## src/rtl/gasp_pkg.sv

```systemverilog
// Package for the grid A* path search core: request/result structs, codes and constants.
// Used by every module in the rtl folder; depends on nothing.
package gasp_pkg;

  localparam int GridWidthDef  = 64;
  localparam int GridHeightDef = 64;
  localparam int CoordW        = 6;
  localparam int IdxW          = 12;
  localparam int CostW         = 16;
  localparam int FW            = 20;

  localparam logic [1:0] FUNC_WRITE = 2'd0;
  localparam logic [1:0] FUNC_SRCH  = 2'd1;
  localparam logic [1:0] FUNC_READ  = 2'd2;

  localparam logic [1:0] HEUR_NONE = 2'd0;
  localparam logic [1:0] HEUR_MAN  = 2'd1;
  localparam logic [1:0] HEUR_DIAG = 2'd2;
  localparam logic [1:0] HEUR_EUC  = 2'd3;

  localparam logic [CostW-1:0] Unreached = 16'hFFFF;

  typedef struct packed {
    logic [1:0]        func;
    logic [CoordW-1:0] cell_x;
    logic [CoordW-1:0] cell_y;
    logic              walkable;
    logic [CoordW-1:0] target_x;
    logic [CoordW-1:0] target_y;
    logic [IdxW-1:0]   path_index;
  } req_t;

  typedef struct packed {
    logic              found;
    logic [IdxW-1:0]   path_length;
    logic [CoordW-1:0] step_x;
    logic [CoordW-1:0] step_y;
    logic              step_valid;
  } res_t;

endpackage

```

## src/rtl/gasp_heur.sv

```systemverilog
// Heuristic unit for the grid A* path search core: one distance estimate per start pulse.
// Depends on gasp_pkg; the Euclidean form uses a two-bit-per-cycle square root.
module gasp_heur (
  input  logic                       clk,
  input  logic                       rst_n,
  input  logic                       start,
  input  logic [1:0]                 mode,
  input  logic [7:0]                 dx,
  input  logic [7:0]                 dy,
  output logic                       done,
  output logic [gasp_pkg::FW-1:0]    h
);

  localparam int FW = gasp_pkg::FW;

  logic [4:0]  cnt_r, cnt_nxt;
  logic        busy_r, busy_nxt;
  logic [23:0] rad_r, rad_nxt;
  logic [25:0] rem_r, rem_nxt;
  logic [12:0] root_r, root_nxt;
  logic [FW-1:0] h_r, h_nxt;
  logic        done_r, done_nxt;
  logic [7:0]  mn;
  logic [16:0] sq;
  logic [25:0] trial;
  logic [25:0] rem_sh;

  assign mn = (dx < dy) ? dx : dy;
  assign sq = 17'(dx * dx) + 17'(dy * dy);
  assign rem_sh = {rem_r[23:0], rad_r[23:22]};
  assign trial  = {11'd0, root_r, 2'b01};

  // Direct forms register h and done straight from the start pulse; the square root walks 12 digit pairs.
  always_comb begin
    cnt_nxt = cnt_r; busy_nxt = busy_r; rad_nxt = rad_r; rem_nxt = rem_r;
    root_nxt = root_r; h_nxt = h_r; done_nxt = 1'b0;
    if (start) begin
      case (mode)
        gasp_pkg::HEUR_MAN: begin
          h_nxt = FW'(10 * (32'(dx) + 32'(dy))); done_nxt = 1'b1;
        end
        gasp_pkg::HEUR_DIAG: begin
          h_nxt = FW'(10 * (32'(dx) + 32'(dy)) - 6 * 32'(mn)); done_nxt = 1'b1;
        end
        gasp_pkg::HEUR_EUC: begin
          rad_nxt = 24'(100 * 32'(sq)); rem_nxt = '0; root_nxt = '0;
          cnt_nxt = '0; busy_nxt = 1'b1;
        end
        default: begin
          h_nxt = '0; done_nxt = 1'b1;
        end
      endcase
    end else if (busy_r) begin
      rad_nxt = {rad_r[21:0], 2'b00};
      if (rem_sh >= trial) begin
        rem_nxt = rem_sh - trial; root_nxt = {root_r[11:0], 1'b1};
      end else begin
        rem_nxt = rem_sh; root_nxt = {root_r[11:0], 1'b0};
      end
      cnt_nxt = cnt_r + 5'd1;
      if (cnt_r == 5'd11) begin
        busy_nxt = 1'b0; cnt_nxt = '0;
        // Round half up: remainder above root means the fraction is at least one half.
        if (rem_nxt > {13'd0, root_nxt}) h_nxt = FW'(root_nxt) + FW'(1);
        else h_nxt = FW'(root_nxt);
        done_nxt = 1'b1;
      end
    end
  end

  always_ff @(posedge clk) begin
    if (!rst_n) begin
      busy_r <= 1'b0; cnt_r <= '0; done_r <= 1'b0;
    end else begin
      busy_r <= busy_nxt; cnt_r <= cnt_nxt; done_r <= done_nxt;
    end
    rad_r <= rad_nxt; rem_r <= rem_nxt; root_r <= root_nxt; h_r <= h_nxt;
  end

  assign done = done_r;
  assign h    = h_r;

endmodule

```

## config.mk

```make
export PLATFORM = sky130hd
export DESIGN_NAME = gasp_heur
export DESIGN_NICKNAME = d
export VERILOG_FILES = /design/src/rtl/gasp_pkg.sv /design/src/rtl/gasp_heur.sv
export SDC_FILE = /design/constraint.sdc
export NUM_CORES = 1
export LEC_CHECK = 0
export BUFFER_PORTS_ARGS = -buffer_cell sky130_fd_sc_hd__buf_2
export CAP_MARGIN = 20
export CORE_UTILIZATION = 35
export DETAILED_ROUTE_END_ITERATION = 7
export PLACE_DENSITY = 0.47
export RECOVER_POWER = 25
export SYNTH_ARGS = -nofsm -noshare
export SYNTH_HDL_FRONTEND = slang
export SYNTH_SLANG_ARGS = --single-unit
```

## constraint.sdc

```tcl
create_clock -name clk -period 11 [get_ports clk]
set_input_delay 1.1 -clock clk [delete_from_list [all_inputs] [get_ports clk]]
set_output_delay 1.1 -clock clk [all_outputs]
set_load 0.01 [all_outputs]
```

==> run_results.csv <==
group,metric,value,unit
setup_path,critical_path.endpoint_type,"register",
sta,tightest_slew,3100,ps
setup_path,worstSetupPathDepth,32,
synthesis,synth_cells,1266,
routing,total_drc_errors_in_the_routed_layout,0,
clock_tree,cts.sink_count,81,
clock_tree,ctsRootBufferMaster,"clkbuf_16",
setup_path,timing.critical_path.slowest_stage_cell,"fa_1",
final_layout,area_growth,7.78,%
setup_path,cp.buffers_inverters,6,
clock_tree,postCtsHoldBufs,0,
setup_path,critPathKind,"primary input to register",
sta,maxSlewHeadroom,-107,%
routing,route.detailed.vias_per_inst,5.01,
setup_path,crit_arrival,9620,ps
sta,hold_violations,0,
die,pin_count,42,
placed_design,place.detailed.hpwl,21700,um
global_route,first_global_vias,8618,
global_route,grt_antenna_before_repair,0,
hold_path,holdCritStartpoint,"busy_r$_SDFFE_PN0P_",
synthesis,synth.ff_latch_count,81,
final_layout,fin_nets,1600,
global_route,grt_pass1_wl,44000,um
synthesis,post_synth_most_frequent_cells,"ha_1, inv_1, nor2_1, fa_1, edfxtp_1",
setup_path,regToRegSetupSlack,5020,ps
setup_path,critPathTopFamily,"adder cells",
routing,route.vias.total,8717,
run_status,status,"finished with violations",
hold_path,hold_path.class,"register to register",
synthesis,synthMostInstantiatedCell,"ha_1",
global_route,grt_usage,16.2,%
synthesis,cell_taking_the_most_area_after_synthesis,"ha_1",
die,fp.coreArea,0.0328,mm^2
clock_tree,cts.path.max_buffers,2,
synthesis,yosysWarningCount,0,
clock_tree,cts-htree-levels,3,
die,dieHeight,185,um
routing,drt.antenna.violating_nets,0,
synthesis,synth_top_cell_area_share,20.6,%
flow_run,maxCapViolations,1,
setup_path,crit_path_frequent_cell,"fa_1",
clock_tree,cts_tree,"yes",
synthesis,synth.yosys.seq_area_share,20.2,%
sta,post-route-min-period,9530,ps
routing,drt-pass1-iter-count,4,
sta,slew_violations,66,
synthesis,synth.avg_cell_area,9.26,um^2
clock_tree,cts.clk_slew.worst_paths,60,ps
setup_path,crit_path_start_kind,"primary input",
setup_path,worstReg2RegStart,"root_r[1]$_SDFFCE_PP0P_",
final_layout,insertedDiodeCount,0,
sta,period_share,86.6,%
die,fp-row-count,66,
synthesis,netlist_top_cells_area,"ha_1, edfxtp_1, fa_1, inv_1, xnor2_1",
routing,finalWirelength,26300,um
placed_design,gp_routability_congestion,0.799,
setup_path,crit_end,"rad_r[23]$_DFFE_PP_",
setup_path,timing.critical_path.from,"dx[6]",
clock_tree,post_cts_buffers,0,
setup_path,worst-endpoint-required,11090,ps
synthesis,synth-edff-count,74,
sta,setup_viol,0,
clock_tree,source_to_sink_clock_delay_at_the_later_pin_of_the_worst_skew_pair,350,ps
die,die_w,185,um
placed_design,port_buffers,41,
run_status,failing_checks,"capacitance limit, slew limit",
synthesis,primary_flip_flop_cell_chosen_by_synthesis_mapping,"edfxtp_1",
sta,clock-skew-final,15.9,ps
sta,fin_setup_tns,0,ps
sta,timing.fmax,0.105,GHz
die,dieArea,0.0342,mm^2
synthesis,post_synthesis_cell_area,0.0117,mm^2
clock_tree,cts_buffers,9,
synthesis,async_flop_share,0,%
setup_path,critical-path-max-stage-delay,550,ps
die,starting_density,35.8,%
setup_path,worst-r2r-cell-count,21,
sta,rsz0062_at_grt,"false",
synthesis,syn-num-nets,1572,
global_route,globalRouteOverflowTotal,0,
global_route,grt_start_max_net_pins,66,
clock_tree,cts_resized,0,
routing,route.detailed.wl_per_inst,15.1,um
synthesis,synth.distinct_cells,73,
setup_path,critical_path_peak_fanout,12,
routing,detailedRoute.firstIterationViolations,366,
final_layout,layout-drive-gt1-share,5.70,%
setup_path,worst_r2r_endpoint,"h[11]$_DFFE_PP_",
-- state kept, by name (all words and copies together), names as in the netlist --
register,count
rem_r,24
rad_r,22
h,15
root_r,13
cnt_r,5
busy_r,1
done,1
-- placed cells by master, fill, tap and decap left out, drive strengths merged, types with 11 or more instances in the layout --
cell	instances
a21o	19
a21oi	47
and2	34
buf	25
clkbuf	30
edfxtp	74
fa	92
ha	193
inv	190
mux2	27
nand2	73
nand2b	11
nand3	17
nand4	15
nor2	112
nor2b	22
nor3	31
o21a	17
o21ai	47
xnor2	54
xor2	22
-- cell type report --
cell class	count	area, um^2
Multi-Input combinational cell	967	8520
Inverter	189	709
Clock inverter	7	51.3
Sequential cell	81	2360
Timing Repair Buffer	46	211
Fill cell	3381	20200
Tap cell	442	553
Clock buffer	9	225
-- through the flow --
stage	cells	instance area, um^2	hold slack [ps]	worst slack (ps)	utilization [%]
finish	1741	12600	497	1470	38.5
global route	1741	12600	551	907	38.5
CTS	1741	12700	498	1490	38.6
detailed placement	1725	12400	487	1120	37.8
global placement	1725	12400	481	1240	37.8
floorplan	1266	11700	457	1660	-
-- kinds of logic after synthesis --
| family | count (synthesis) | share of synthesized area [%] |
|---|---|---|
| compound gates | 217 | 12.6 |
| mux | 36 | 3.39 |
| flops | 81 | 20.2 |
| simple gates | 353 | 14.7 |
| xor+xnor | 76 | 5.68 |
| fa+ha+maj | 285 | 36.3 |
| buf+inv | 218 | 7.15 |
-- per-layer routing --
metal | share of wire (%) | vias to the layer above | GRT usage [%] | routed length [um]
met4 | 0.50 | 0 | 2.28 | 132
met2 | 49 | 86 | 27.4 | 12800
met5 | 0 | - | 0 | 0
met1 | 48 | 4205 | 22.5 | 12800
met3 | 2.4 | 9 | 2.01 | 629
li1 | - | 4417 | - | -
-- worst min path at each step --
stage                                        to  slack (ps)  depth (start not counted)
after floorplan           cnt_r[3]$_SDFFE_PN0P_         460                          1
after global placement      busy_r$_SDFFE_PN0P_         480                          2
after detailed placement    busy_r$_SDFFE_PN0P_         490                          2
after CTS                   busy_r$_SDFFE_PN0P_         500                          2
after global routing        busy_r$_SDFFE_PN0P_         550                          2
final                       busy_r$_SDFFE_PN0P_         500                          2
-- worst reg2reg max path, cell delays in order (launching register included) --
cell and delay [ps]:
edfxtp_1 440, inv_1 240, ha_1 330, o21a_1 230, o31a_1 160, o41ai_4 460
o211ai_2 210, nor2_4 450, inv_2 340, mux2_1 430, ha_1 330, a21o_1 170
a211o_1 290, o211ai_1 90, a21oi_1 80, nor3_1 310, a21oi_1 80, o32ai_1 250
nand4b_1 130, buf_4 250, mux2i_1 210, o2111ai_1 120
Power is left out: the tool's default activity adds up to more than one toggle a clock period on the data nets, which glitch-free logic cannot reach.
